--- config.mk ---
export PLATFORM = sky130hd
export DESIGN_NAME = ufsef_ctrl
export DESIGN_NICKNAME = d
export VERILOG_FILES = /design/src/rtl/core/ufsef_pkg.sv /design/src/rtl/core/ufsef_ctrl.sv
export SDC_FILE = /design/constraint.sdc
export NUM_CORES = 1
export LEC_CHECK = 0
export BUFFER_PORTS_ARGS = -buffer_cell sky130_fd_sc_hd__buf_4
export CAP_MARGIN = 5
export CORE_AREA = 10 10 47 49
export CTS_CLUSTER_SIZE = 14
export DETAILED_ROUTE_END_ITERATION = 10
export DIE_AREA = 0 0 57 59
export PLACE_DENSITY = 0.67
export SLEW_MARGIN = 25
export SYNTH_ARGS = -nofsm -noshare
export SYNTH_HDL_FRONTEND = slang
export SYNTH_SLANG_ARGS = --single-unit
--- constraint.sdc ---
create_clock -name clk -period 2.1 [get_ports clk]
set_input_delay 0.315 -clock clk [delete_from_list [all_inputs] [get_ports clk]]
set_output_delay 0.315 -clock clk [all_outputs]
set_load 0.02 [all_outputs]
--- src/rtl/core/ufsef_pkg.sv ---
package ufsef_pkg;

    localparam int UFSEF_NODE_COUNT = 16384;

    localparam int NODE_W   = 14;
    localparam int WEIGHT_W = 17;
    localparam int COUNT_W  = 17;
    localparam int FIELD_W  = 2 * NODE_W + WEIGHT_W;
    localparam int DATA_W   = ((FIELD_W + 7) / 8) * 8;
    localparam int PAD_W    = DATA_W - FIELD_W;
    localparam int USER_W   = 1;

    localparam logic KIND_CLEAR = 1'b0;
    localparam logic KIND_EDGE  = 1'b1;

    typedef enum logic [2:0] {
        ST_CLEAR,
        ST_IDLE,
        ST_FIND_RD,
        ST_FIND_CHK,
        ST_COMP_RD,
        ST_COMP_WR,
        ST_LINK
    } ufsef_state_t;

    typedef struct packed {
        logic clr_init;
        logic clr_wr;
        logic load;
        logic rd_en;
        logic rd_from_data;
        logic cur_adv;
        logic find_done;
        logic sel_dst;
        logic save_ra;
        logic comp_wr;
        logic link;
    } ufsef_cmd_t;

    typedef struct packed {
        logic in_range;
        logic rd_hit;
        logic cur_is_root;
        logic next_is_root;
        logic roots_equal;
        logic clr_last;
        logic out_free;
    } ufsef_stat_t;

endpackage

--- src/rtl/core/ufsef_ctrl.sv ---
module ufsef_ctrl (
    input  logic                  clk,
    input  logic                  rst_n,
    input  logic                  s_axis_tvalid,
    output logic                  s_axis_tready,
    input  logic                  s_axis_tuser,
    input  ufsef_pkg::ufsef_stat_t stat,
    output ufsef_pkg::ufsef_cmd_t  cmd
);

    import ufsef_pkg::*;

    ufsef_state_t state_reg, state_next;
    logic         side_reg, side_next;

    always_ff @(posedge clk or negedge rst_n)
    begin
        if (!rst_n)
        begin
            state_reg <= ST_CLEAR;
            side_reg  <= 1'b0;
        end
        else
        begin
            state_reg <= state_next;
            side_reg  <= side_next;
        end
    end

    // next state
    always_comb
    begin
        state_next = state_reg;
        side_next  = side_reg;
        unique case (state_reg)
            ST_CLEAR:
            begin
                if (stat.clr_last)
                begin
                    state_next = ST_IDLE;
                end
            end
            ST_IDLE:
            begin
                if (s_axis_tvalid)
                begin
                    if (s_axis_tuser == KIND_CLEAR)
                    begin
                        state_next = ST_CLEAR;
                    end
                    else if (stat.in_range)
                    begin
                        state_next = ST_FIND_RD;
                        side_next  = 1'b0;
                    end
                end
            end
            ST_FIND_RD:
            begin
                state_next = ST_FIND_CHK;
            end
            ST_FIND_CHK:
            begin
                if (stat.rd_hit)
                begin
                    state_next = ST_COMP_RD;
                end
            end
            ST_COMP_RD:
            begin
                if (stat.cur_is_root)
                begin
                    if (!side_reg)
                    begin
                        side_next  = 1'b1;
                        state_next = ST_FIND_RD;
                    end
                    else if (stat.roots_equal)
                    begin
                        state_next = ST_IDLE;
                    end
                    else
                    begin
                        state_next = ST_LINK;
                    end
                end
                else
                begin
                    state_next = ST_COMP_WR;
                end
            end
            ST_COMP_WR:
            begin
                if (stat.next_is_root)
                begin
                    state_next = ST_COMP_RD;
                end
            end
            ST_LINK:
            begin
                if (stat.out_free)
                begin
                    state_next = ST_IDLE;
                end
            end
            default:
            begin
                state_next = ST_IDLE;
            end
        endcase
    end

    // outputs
    always_comb
    begin
        cmd           = '0;
        cmd.sel_dst   = side_reg;
        s_axis_tready = 1'b0;
        unique case (state_reg)
            ST_CLEAR:
            begin
                cmd.clr_wr = 1'b1;
            end
            ST_IDLE:
            begin
                s_axis_tready = 1'b1;
                if (s_axis_tvalid)
                begin
                    cmd.clr_init = (s_axis_tuser == KIND_CLEAR);
                    cmd.load     = (s_axis_tuser == KIND_EDGE) && stat.in_range;
                end
            end
            ST_FIND_RD:
            begin
                cmd.rd_en = 1'b1;
            end
            ST_FIND_CHK:
            begin
                if (stat.rd_hit)
                begin
                    cmd.find_done = 1'b1;
                end
                else
                begin
                    cmd.rd_en        = 1'b1;
                    cmd.rd_from_data = 1'b1;
                    cmd.cur_adv      = 1'b1;
                end
            end
            ST_COMP_RD:
            begin
                if (stat.cur_is_root)
                begin
                    cmd.save_ra = !side_reg;
                end
                else
                begin
                    cmd.rd_en = 1'b1;
                end
            end
            ST_COMP_WR:
            begin
                cmd.comp_wr = 1'b1;
                cmd.cur_adv = 1'b1;
                if (!stat.next_is_root)
                begin
                    cmd.rd_en        = 1'b1;
                    cmd.rd_from_data = 1'b1;
                end
            end
            ST_LINK:
            begin
                cmd.link = stat.out_free;
            end
            default:
            begin
                cmd = '0;
            end
        endcase
    end

endmodule

==> results of run 1 <==
## area by class of cell
class	count	area, um2	area share
well taps	16	20.0	0.0319
flip-flops and latches	4	100	0.159
clock buffers	3	22.5	0.0359
inverters	6	22.5	0.0359
repair buffers	24	183	0.291
multi-input cells	44	280	0.446
## Yosys cell counts
master    instances
inv_1             6
nor3b_1           6
nand2_1           5
nor2_1            5
a21oi_1           4
dfrtp_1           4
o21ai_0           4
buf_4             2
mux2_1            2
mux2i_1           2
nand2b_1          2
nor3_1            2
a211oi_1          1
a21oi_2           1
a31oi_1           1
a32oi_1           1
and2_1            1
buf_2             1
clkbuf_1          1
nand3_1           1
nand3_2           1
nor4bb_1          1
o21a_1            1
o21ai_1           1
o22ai_1           1
or4_1             1
## cell families (layout without fill, tap and decap cells)
kind of cell,count (synthesis),after routing,synth area share
AND/OR/NAND/NOR,25,25,0.340
buffers and inverters,10,33,0.109
multiplexers,4,4,0.101
AO/OA/AOI/OAI,15,15,0.213
flip-flops,4,4,0.237
## repair_timing
action                                 CTS  global route
hold buffers                             1             0
setup endpoints to repair                0             1
endpoints found under the hold margin    4             0
resized for setup                        0             1
## how the worst max path moves through the flow
stage	startpoint	endpoint	slack, ns	cells after the start
2_1_floorplan	state_reg[2]$_DFFE_PN0P_	cmd[10]	0.42	4
3_3_place_gp	state_reg[2]$_DFFE_PN0P_	state_reg[0]$_DFFE_PN0P_	0.42	3
3_5_place_dp	state_reg[1]$_DFFE_PN0P_	cmd[7]	0.41	4
4_1_cts	state_reg[1]$_DFFE_PN0P_	cmd[7]	0.15	4
5_1_grt	state_reg[1]$_DFFE_PN0P_	cmd[7]	0.03	4
6_report	state_reg[1]$_DFFE_PN0P_	cmd[7]	0.18	4
## metrics by stage
step,utilization,setup slack (ns)
finish,0.448,0.179
floorplan,-,0.422
global placement,0.422,0.424
detailed placement,0.422,0.408
global route,0.448,0.0256
CTS,0.446,0.154
## where the power goes
part / internal, mW / switching, mW / leakage [nW]
clock: 0.0636 / 0.0261 / 0.0138
combinational: 0.270 / 0.317 / 0.248
sequential: 0.115 / 0.0894 / 0.0460
## cells in the final DEF, fill, tap and decap left out, types with 3 or more instances in the layout
master    instances
clkbuf_4          3
a21oi_1           4
nor3b_1           6
nor2_1            5
inv_1             6
o21ai_0           4
nand2_1           5
buf_4            23
dfrtp_1           4
## per-layer routing
layer	GRT usage	vias to the layer above	share of wire
li1	-	253	-
met1	0.0861	217	0.43
met2	0.116	11	0.51
met3	0.0279	0	0.059
met4	0.0302	0	0
met5	0	-	0
==> qor.json, run 1 <==
{
  "logic_synthesis": {
    "syn_area_per_cell_um2": 7.29,
    "yosys_register_bits": 4,
    "synthesis.yosys.warnings": 0,
    "yosysUniqueCellTypes": 26,
    "syn_area_um2": 423,
    "synth_sequential_area_ratio": 0.237,
    "synth.area.top_cells": "dfrtp_1, nor3b_1, inv_1, mux2_1, a21oi_1",
    "synth_area_leader": "dfrtp_1",
    "netlist.area_leader.share": 0.237,
    "syn-num-nets": 69,
    "synthCells": 58
  },
  "sta": {
    "timing.final.max_slew_violations": 0,
    "grt_setup_unrepaired": "no",
    "slew_headroom": 0.728,
    "hold_slack_ns": 0.422,
    "timing.final.crit_period_ns": 1.92,
    "tightestPinTransition_ns": 0.408,
    "timing_hold_violations_final": 0,
    "setup_total_negative_slack_ns": 0,
    "setup_viol_count_final": 0,
    "fmax_ghz": 0.521,
    "fin_worst_skew_ns": 0.00164,
    "final.period_utilization": 0.915
  },
  "routing": {
    "dr.first_iter.drc_count": 11,
    "firstDrtPassIters": 4,
    "detail_route.drc_violations": 0,
    "detail_route.wl_per_cell_um": 12.3,
    "routed_vias": 481,
    "total_length_of_routed_wires_um": 1200,
    "antenna_violating_nets_post_route": 0,
    "vias_per_cell": 4.96
  },
  "grt": {
    "pin_count_of_the_biggest_net_entering_global_routing": 16,
    "groute.usage.overall": 0.0732,
    "first_pass_grt_wire_length_um": 2070,
    "grt_remaining_overflow": 0,
    "grt_pass1_vias": 473,
    "antenna_violations_before_repair": 0
  },
  "critical_path": {
    "timing.setup.critical_path_class": "reg -> out",
    "crit-reg2reg-capture": "state_reg[0]$_DFFE_PN0P_",
    "crit-reg2reg-launch": "state_reg[2]$_DFFE_PN0P_",
    "slowest_stage": "dfrtp_1",
    "max_stage_delay_ns": 0.58,
    "worst-endpoint-arrival_ns": 1.61,
    "critPathLaunchType": "flip-flop",
    "cp_data_required_time_ns": 1.78,
    "path_delay_family": "flip-flops",
    "worst-path-buf-inv": 1,
    "crit_path_end_kind": "primary output",
    "ff2ff_path_depth": 3,
    "worst_path_cell_chain": "nor3b_1 -> o21ai_2 -> o21ai_0 -> buf_4",
    "reg2reg_slack_ns": 0.43,
    "critical_path.max_fanout": 15
  },
  "clock_network": {
    "cts-root-buf": "clkbuf_4",
    "number_of_buffers_inserted_to_repair_setup_after_cts": 0,
    "cts_num_sinks": 4,
    "insertion_delay_ns": 0.23,
    "cts_bufs_inserted": 3,
    "clock_tree.buffer_depth": 2,
    "cts_tree": "built",
    "cts.clk_slew.worst_paths_ns": 0.04,
    "htreeDepth": 1
  },
  "floorplan": {
    "chipHeight_um": 59,
    "ios": 23,
    "design.die.area_um2": 3360,
    "initial_core_utilization": 0.302,
    "core_area_um2": 1400,
    "row_count": 14,
    "horizontal_die_dimension_um": 57
  },
  "power_and_ir_drop": {
    "areal_power_density_over_the_cells_nw_per_um2": 1400,
    "max_ir_drop_vdd_v": 0.000646,
    "leakage_nw": 0.308,
    "post-layout-total-power_uw": 881
  },
  "layout": {
    "finish.cell_count_without_fillers": 97,
    "filler_cell_count": 150,
    "flip_flop_count_of_the_largest_register_all_copies_and_words_added": 3,
    "antennaDiodeCount": 0,
    "layout.cell_area.non_filler_um2": 628,
    "nets": 94,
    "syn2layout_area_growth_pct": 48.5,
    "final_layout_size_suffix_gt1_frac": 0.358
  },
  "placement": {
    "post-dp-hpwl_um": 995,
    "detailed_place.area_um2": 592,
    "routabilityCongestion": 0.751,
    "place.port_buffers": 22,
    "place.detailed.instances": 93
  },
  "flow_run": {
    "maxCapViolations": 0
  },
  "worst_hold_path": {
    "hold_class": "in -> async"
  },
  "status": {
    "outcome": "complete, no violations"
  }
}
Power figures use the tool's default switching activity.
==> run 2: changes to the inputs <==
--- a/config.mk
+++ b/config.mk
@@ -12,6 +12,8 @@
 export DETAILED_ROUTE_END_ITERATION = 10
 export DIE_AREA = 0 0 57 59
 export PLACE_DENSITY = 0.67
+export RECOVER_POWER = 50
+export REMOVE_ABC_BUFFERS = 1
 export SLEW_MARGIN = 25
 export SYNTH_ARGS = -nofsm -noshare
 export SYNTH_HDL_FRONTEND = slang
==> run 2 against run 1 <==
  * Worst setup slack better by 0.022 ns
  * Highest routed layer unchanged
  * Wire length stayed put
  * Core utilization fell by 2.5 points
  * Fmax rose by 1.2%
  * Design area shrank 5.6%
  * Largest power group unchanged
  * Via count up 1.7%
  * Combinational power fell by 14%
==> qor.json, run 2 (same netlist as run 1, synthesis figures left out) <==
{
  "clock_network": {
    "clock_tree.buffer_depth": {"value": 2, "change": "unchanged"},
    "cts.clk_slew.worst_paths": {"value": 0.04, "unit": "ns", "change": "about the same"},
    "insertion_delay": {"value": 0.23, "unit": "ns", "change": "about the same"},
    "htreeDepth": {"value": 1, "change": "unchanged"},
    "number_of_buffers_inserted_to_repair_setup_after_cts": {"value": 0, "change": "unchanged"},
    "cts_tree": {"value": "built", "change": "unchanged"},
    "cts_bufs_inserted": {"value": 3, "change": "unchanged"},
    "cts_num_sinks": {"value": 4, "change": "unchanged"},
    "cts-root-buf": {"value": "clkbuf_4", "change": "unchanged"}
  },
  "routing": {
    "vias_per_cell": {"value": 5.09, "change": "was 4.96"},
    "firstDrtPassIters": {"value": 5, "change": "was 4"},
    "antenna_violating_nets_post_route": {"value": 0, "change": "unchanged"},
    "detail_route.wl_per_cell": {"value": 12.5, "unit": "um", "change": "was 12.3 um"},
    "total_length_of_routed_wires": {"value": 1200, "unit": "um", "change": "unchanged"},
    "routed_vias": {"value": 489, "change": "was 481"},
    "detail_route.drc_violations": {"value": 0, "change": "unchanged"},
    "dr.first_iter.drc_count": {"value": 8, "change": "was 11"}
  },
  "critical_path": {
    "reg2reg_slack": {"value": 0.34, "unit": "ns", "change": "was 0.43 ns"},
    "timing.setup.critical_path_class": {"value": "reg -> out", "change": "unchanged"},
    "crit-reg2reg-capture": {"value": "state_reg[0]$_DFFE_PN0P_", "change": "unchanged"},
    "crit-reg2reg-launch": {"value": "state_reg[0]$_DFFE_PN0P_", "change": "was state_reg[2]$_DFFE_PN0P_"},
    "cp_data_required_time": {"value": 1.78, "unit": "ns", "change": "about the same"},
    "worst-endpoint-arrival": {"value": 1.58, "unit": "ns", "change": "was 1.61 ns"},
    "crit_path_end_kind": {"value": "primary output", "change": "unchanged"},
    "critPathLaunchType": {"value": "flip-flop", "change": "unchanged"},
    "critical_path.max_fanout": {"value": 15, "change": "unchanged"},
    "ff2ff_path_depth": {"value": 4, "change": "was 3"}
  },
  "grt": {
    "first_pass_grt_wire_length": {"value": 1980, "unit": "um", "change": "was 2070 um"},
    "grt_pass1_vias": {"value": 459, "change": "was 473"},
    "groute.usage.overall": {"value": 0.0689, "change": "was 0.0732"},
    "pin_count_of_the_biggest_net_entering_global_routing": {"value": 18, "change": "was 16"},
    "antenna_violations_before_repair": {"value": 0, "change": "unchanged"},
    "grt_remaining_overflow": {"value": 0, "change": "unchanged"}
  },
  "layout": {
    "antennaDiodeCount": {"value": 0, "change": "unchanged"},
    "flip_flop_count_of_the_largest_register_all_copies_and_words_added": {"value": 3, "change": "unchanged"},
    "layout.cells.most_common_list": {"value": "buf_4, inv_1, nor3b_1", "change": "was buf_4, inv_1, nor3b_1, nor2_1, nand2_1"},
    "final_layout_size_suffix_gt1_frac": {"value": 0.263, "change": "was 0.358"},
    "final_core_density": {"value": 0.423, "change": "was 0.448"},
    "syn2layout_area_growth": {"value": 40.2, "unit": "%", "change": "was 48.5%"},
    "mostFrequentLayoutCell": {"value": "buf_4", "change": "unchanged"},
    "filler_cell_count": {"value": 164, "change": "was 150"},
    "nets": {"value": 93, "change": "was 94"}
  },
  "sta": {
    "slew_headroom": {"value": 0.701, "change": "was 0.728"},
    "fmax": {"value": 0.527, "unit": "GHz", "change": "was 0.521 GHz"},
    "timing_hold_violations_final": {"value": 0, "change": "unchanged"},
    "tightestPinTransition": {"value": 0.449, "unit": "ns", "change": "was 0.408 ns"},
    "final.period_utilization": {"value": 0.904, "change": "was 0.915"},
    "timing.final.crit_period": {"value": 1.90, "unit": "ns", "change": "was 1.92 ns"},
    "grt_setup_unrepaired": {"value": "no", "change": "unchanged"},
    "setup_total_negative_slack": {"value": 0, "unit": "ns", "change": "unchanged"},
    "fin_worst_skew": {"value": 0.00257, "unit": "ns", "change": "was 0.00164 ns"},
    "setup_viol_count_final": {"value": 0, "change": "unchanged"},
    "timing.final.max_slew_violations": {"value": 0, "change": "unchanged"}
  },
  "placement": {
    "place.port_buffers": {"value": 22, "change": "unchanged"},
    "routabilityCongestion": {"value": 0.826, "change": "was 0.751"},
    "post-dp-hpwl": {"value": 954, "unit": "um", "change": "was 995 um"}
  },
  "floorplan": {
    "ios": {"value": 23, "change": "unchanged"},
    "horizontal_die_dimension": {"value": 57, "unit": "um", "change": "unchanged"},
    "row_count": {"value": 14, "change": "unchanged"},
    "chipHeight": {"value": 59, "unit": "um", "change": "unchanged"},
    "design.die.area": {"value": 3360, "unit": "um2", "change": "unchanged"},
    "core_area": {"value": 1400, "unit": "um2", "change": "unchanged"},
    "initial_core_utilization": {"value": 0.302, "change": "unchanged"}
  },
  "power_and_ir_drop": {
    "max_ir_drop_vdd": {"value": 0.000539, "unit": "V", "change": "was 0.000646 V"},
    "post-layout-total-power": {"value": 826, "unit": "uW", "change": "was 881 uW"},
    "areal_power_density_over_the_cells": {"value": 1390, "unit": "nW/um2", "change": "was 1400 nW/um2"},
    "leakage": {"value": 0.279, "unit": "nW", "change": "was 0.308 nW"}
  },
  "flow_run": {
    "maxCapViolations": {"value": 0, "change": "unchanged"}
  },
  "worst_hold_path": {
    "hold_class": {"value": "in -> async", "change": "unchanged"}
  },
  "status": {
    "outcome": {"value": "complete, no violations", "change": "unchanged"}
  }
}
==> run 2: cell count changes in the layout (fill, tap and decap cells not counted) <==
cell | previous run | this run
buf_4 | 23 | 17
o21ai_2 | 1 | 0
clkbuf_1 | 0 | 5
nand3_1 | 1 | 2
o21ai_1 | 0 | 1
nand3_2 | 1 | 0
==> run 2: worst max-delay path by stage <==
| stage | from | endpoint | slack (ns) | depth (start not counted) |
|---|---|---|---|---|
| 2_1_floorplan | state_reg[2]$_DFFE_PN0P_ | cmd[10] | 0.47 | 3 |
| 3_3_place_gp | state_reg[0]$_DFFE_PN0P_ | state_reg[0]$_DFFE_PN0P_ | 0.40 | 4 |
| 3_5_place_dp | state_reg[0]$_DFFE_PN0P_ | state_reg[0]$_DFFE_PN0P_ | 0.38 | 4 |
| 4_1_cts | state_reg[1]$_DFFE_PN0P_ | cmd[7] | 0.15 | 4 |
| 5_1_grt | state_reg[1]$_DFFE_PN0P_ | cmd[7] | 0.09 | 4 |
| 6_report | state_reg[1]$_DFFE_PN0P_ | cmd[7] | 0.20 | 4 |
==> run 2: what timing repair did <==
action	CTS	global route
hold endpoints to repair	4	0
resized for setup	0	0
hold buffers	1	0
==> run 2: stage by stage <==
stage	setup slack, ns	hold slack [ns]	std cells	cell area, um2
finish	0.201	0.438	96	593
global route	0.0924	0.451	96	593
CTS	0.149	0.410	96	617
detailed placement	0.381	0.112	92	584
global placement	0.402	0.113	92	584
floorplan	0.467	0.0194	54	399
==> run 2: metal layers <==
metal / up-vias / wire length [um] / track usage
met1: 217 / 564 / 0.0836
met4: 0 / 0 / 0.0302
met5: - / 0 / 0
met2: 19 / 524 / 0.102
li1: 253 / - / -
met3: 0 / 109 / 0.0300
==> run 2: final cells by class <==
type | instances | area (um2) | share of cell area
repair buffers | 23 | 156 | 0.264
multi-input cells | 44 | 272 | 0.458
flip-flops and latches | 4 | 100 | 0.169
clock buffers | 3 | 22.5 | 0.0380
well taps | 16 | 20.0 | 0.0338
inverters | 6 | 22.5 | 0.0380
==> run 2: where the power goes <==
part / internal, mW / total, mW / switching, mW
combinational: 0.224 / 0.504 / 0.280
clock: 0.0638 / 0.0932 / 0.0294
sequential: 0.115 / 0.229 / 0.115
==> run 2: worst max-delay path, cell delays in order, from the launching register on <==
cell	delay, ns
dfrtp_1	0.58
nor3b_1	0.29
o21ai_1	0.18
o21ai_0	0.13
buf_4	0.17
==> run 3: changes to the inputs <==
--- a/config.mk
+++ b/config.mk
@@ -13,7 +13,7 @@
 export DIE_AREA = 0 0 57 59
 export PLACE_DENSITY = 0.67
 export RECOVER_POWER = 50
-export REMOVE_ABC_BUFFERS = 1
+export SETUP_SLACK_MARGIN = 0.15
 export SLEW_MARGIN = 25
 export SYNTH_ARGS = -nofsm -noshare
 export SYNTH_HDL_FRONTEND = slang
==> run 3 against run 2 <==
  * Non-clock buffer count up 1
  * Critical path type unchanged
  * Final cell count up 1.0%
  * Via count down 1.2%
  * Largest cell class unchanged
  * Fmax up 8.2%
  * Combinational power up 12%
  * Worst hold slack better by 0.0047 ns
==> qor.json, run 3 (same netlist as run 1, synthesis figures left out) <==
{
  "floorplan": {
    "chipHeight": {"value": 59, "unit": "um", "change": "unchanged"},
    "row_count": {"value": 14, "change": "unchanged"},
    "ios": {"value": 23, "change": "unchanged"},
    "initial_core_utilization": {"value": 0.302, "change": "unchanged"},
    "horizontal_die_dimension": {"value": 57, "unit": "um", "change": "unchanged"},
    "core_area": {"value": 1400, "unit": "um2", "change": "unchanged"},
    "design.die.area": {"value": 3360, "unit": "um2", "change": "unchanged"}
  },
  "placement": {
    "place.detailed.instances": {"value": 93, "change": "was 92"},
    "post-dp-hpwl": {"value": 995, "unit": "um", "change": "was 954 um"},
    "detailed_place.area": {"value": 592, "unit": "um2", "change": "was 584 um2"},
    "routabilityCongestion": {"value": 0.751, "change": "was 0.826"},
    "place.port_buffers": {"value": 22, "change": "unchanged"}
  },
  "critical_path": {
    "reg2reg_slack": {"value": 0.49, "unit": "ns", "change": "was 0.34 ns"},
    "max_stage_delay": {"value": 0.48, "unit": "ns", "change": "was 0.58 ns"},
    "cp_data_required_time": {"value": 1.78, "unit": "ns", "change": "about the same"},
    "ff2ff_path_depth": {"value": 3, "change": "was 4"},
    "worst-endpoint-arrival": {"value": 1.44, "unit": "ns", "change": "was 1.58 ns"},
    "crit-reg2reg-capture": {"value": "state_reg[0]$_DFFE_PN0P_", "change": "unchanged"},
    "critical_path.max_fanout": {"value": 15, "change": "unchanged"},
    "worst-path-buf-inv": {"value": 1, "change": "unchanged"},
    "slowest_stage": {"value": "dfrtp_2", "change": "was dfrtp_1"},
    "crit_path_end_kind": {"value": "primary output", "change": "unchanged"},
    "path_delay_family": {"value": "flip-flops", "change": "unchanged"},
    "critPathLaunchType": {"value": "flip-flop", "change": "unchanged"},
    "crit-reg2reg-launch": {"value": "state_reg[2]$_DFFE_PN0P_", "change": "was state_reg[0]$_DFFE_PN0P_"},
    "timing.setup.critical_path_class": {"value": "reg -> out", "change": "unchanged"},
    "worst_path_cell_chain": {"value": "nor3b_2 -> o21ai_2 -> o21ai_0 -> buf_4", "change": "was nor3b_1 -> o21ai_1 -> o21ai_0 -> buf_4"}
  },
  "grt": {
    "first_pass_grt_wire_length": {"value": 2070, "unit": "um", "change": "was 1980 um"},
    "grt_pass1_vias": {"value": 473, "change": "was 459"},
    "groute.usage.overall": {"value": 0.0732, "change": "was 0.0689"},
    "antenna_violations_before_repair": {"value": 0, "change": "unchanged"},
    "grt_remaining_overflow": {"value": 0, "change": "unchanged"},
    "pin_count_of_the_biggest_net_entering_global_routing": {"value": 16, "change": "was 18"}
  },
  "sta": {
    "setup_viol_count_final": {"value": 0, "change": "unchanged"},
    "timing.final.max_slew_violations": {"value": 0, "change": "unchanged"},
    "final.period_utilization": {"value": 0.836, "change": "was 0.904"},
    "setup_total_negative_slack": {"value": 0, "unit": "ns", "change": "unchanged"},
    "fmax": {"value": 0.570, "unit": "GHz", "change": "was 0.527 GHz"},
    "timing.final.crit_period": {"value": 1.75, "unit": "ns", "change": "was 1.90 ns"},
    "timing_hold_violations_final": {"value": 0, "change": "unchanged"},
    "hold_slack": {"value": 0.443, "unit": "ns", "change": "was 0.438 ns"},
    "fin_worst_skew": {"value": 0.00183, "unit": "ns", "change": "was 0.00257 ns"},
    "grt_setup_unrepaired": {"value": "no", "change": "unchanged"},
    "tightestPinTransition": {"value": 0.297, "unit": "ns", "change": "was 0.449 ns"},
    "slew_headroom": {"value": 0.799, "change": "was 0.701"}
  },
  "routing": {
    "firstDrtPassIters": {"value": 4, "change": "was 5"},
    "dr.first_iter.drc_count": {"value": 11, "change": "was 8"},
    "vias_per_cell": {"value": 4.98, "change": "was 5.09"},
    "routed_vias": {"value": 483, "change": "was 489"},
    "detail_route.drc_violations": {"value": 0, "change": "unchanged"},
    "detail_route.wl_per_cell": {"value": 12.3, "unit": "um", "change": "was 12.5 um"},
    "total_length_of_routed_wires": {"value": 1190, "unit": "um", "change": "was 1200 um"},
    "antenna_violating_nets_post_route": {"value": 0, "change": "unchanged"}
  },
  "layout": {
    "syn2layout_area_growth": {"value": 46.7, "unit": "%", "change": "was 40.2%"},
    "layout.cell_area.non_filler": {"value": 621, "unit": "um2", "change": "was 593 um2"},
    "final_layout_size_suffix_gt1_frac": {"value": 0.346, "change": "was 0.263"},
    "mostFrequentLayoutCell": {"value": "buf_4", "change": "unchanged"},
    "antennaDiodeCount": {"value": 0, "change": "unchanged"},
    "nets": {"value": 94, "change": "was 93"},
    "finish.cell_count_without_fillers": {"value": 97, "change": "was 96"},
    "layout.cells.most_common_list": {"value": "buf_4, inv_1, nor2_1, nor3b_1, nand2_1", "change": "was buf_4, inv_1, nor3b_1"},
    "flip_flop_count_of_the_largest_register_all_copies_and_words_added": {"value": 3, "change": "unchanged"},
    "final_core_density": {"value": 0.443, "change": "was 0.423"}
  },
  "worst_hold_path": {
    "hold_class": {"value": "in -> async", "change": "unchanged"}
  },
  "clock_network": {
    "htreeDepth": {"value": 1, "change": "unchanged"},
    "insertion_delay": {"value": 0.23, "unit": "ns", "change": "about the same"},
    "cts_num_sinks": {"value": 4, "change": "unchanged"},
    "cts_bufs_inserted": {"value": 3, "change": "unchanged"},
    "cts.clk_slew.worst_paths": {"value": 0.04, "unit": "ns", "change": "about the same"},
    "cts_tree": {"value": "built", "change": "unchanged"},
    "clock_tree.buffer_depth": {"value": 2, "change": "unchanged"},
    "number_of_buffers_inserted_to_repair_setup_after_cts": {"value": 0, "change": "unchanged"},
    "cts-root-buf": {"value": "clkbuf_4", "change": "unchanged"}
  },
  "power_and_ir_drop": {
    "max_ir_drop_vdd": {"value": 0.000613, "unit": "V", "change": "was 0.000539 V"},
    "areal_power_density_over_the_cells": {"value": 1390, "unit": "nW/um2", "change": "about the same"},
    "leakage": {"value": 0.293, "unit": "nW", "change": "was 0.279 nW"}
  },
  "status": {
    "outcome": {"value": "complete, no violations", "change": "unchanged"}
  },
  "flow_run": {
    "maxCapViolations": {"value": 0, "change": "unchanged"}
  }
}
[run 3: worst max path at each step]
stage | endpoint | start | slack [ns] | depth (start not counted)
after global routing | cmd[7] | state_reg[1]$_DFFE_PN0P_ | 0.18 | 5
after floorplan | cmd[10] | state_reg[2]$_DFFE_PN0P_ | 0.42 | 4
after detailed placement | cmd[7] | state_reg[1]$_DFFE_PN0P_ | 0.41 | 4
final | cmd[7] | state_reg[1]$_DFFE_PN0P_ | 0.35 | 4
after global placement | state_reg[0]$_DFFE_PN0P_ | state_reg[2]$_DFFE_PN0P_ | 0.42 | 3
after CTS | cmd[7] | state_reg[1]$_DFFE_PN0P_ | 0.15 | 4
[run 3: through the flow]
stage                     total power, mW  worst slack (ns)
after detailed placement            0.796             0.408
after global routing                0.955             0.182
after global placement              0.791             0.424
after CTS                           0.894             0.154
after floorplan                     0.606             0.422
final                               0.861             0.345
[run 3: repair_timing]
| action | in CTS | in global routing |
|---|---|---|
| hold endpoints to repair | 4 | 0 |
| gates resized for setup | 0 | 4 |
| hold buffers | 1 | 0 |
| endpoints found under the setup margin | 0 | 2 |
[run 3: layer usage]
layer  global-route usage  part of all wire
met5                    0                 0
met4               0.0302                 0
met3               0.0279             0.057
met2                0.116              0.51
met1               0.0861              0.43
[run 3: worst register-to-register path: cells and delay by family, from the launching register on]
family | cells | cell delay, ns
and+or+nand+nor | 2 | 0.68
DFF | 1 | 0.48
muxes | 1 | 0.33
[run 3: where the power goes]
group | internal (mW) | switching (mW) | leakage (nW)
clock | 0.0636 | 0.0261 | 0.0138
combinational | 0.246 | 0.317 | 0.236
sequential | 0.119 | 0.0897 | 0.0436
total | 0.428 | 0.433 | 0.293
[run 3: layout make-up]
cell class	count	area [um2]
multi-input combinational	44	285
fill	154	781
sequential	4	103
inverter	6	22.5
clock buffer	3	22.5
tap	16	20.0
timing repair buffer	24	168
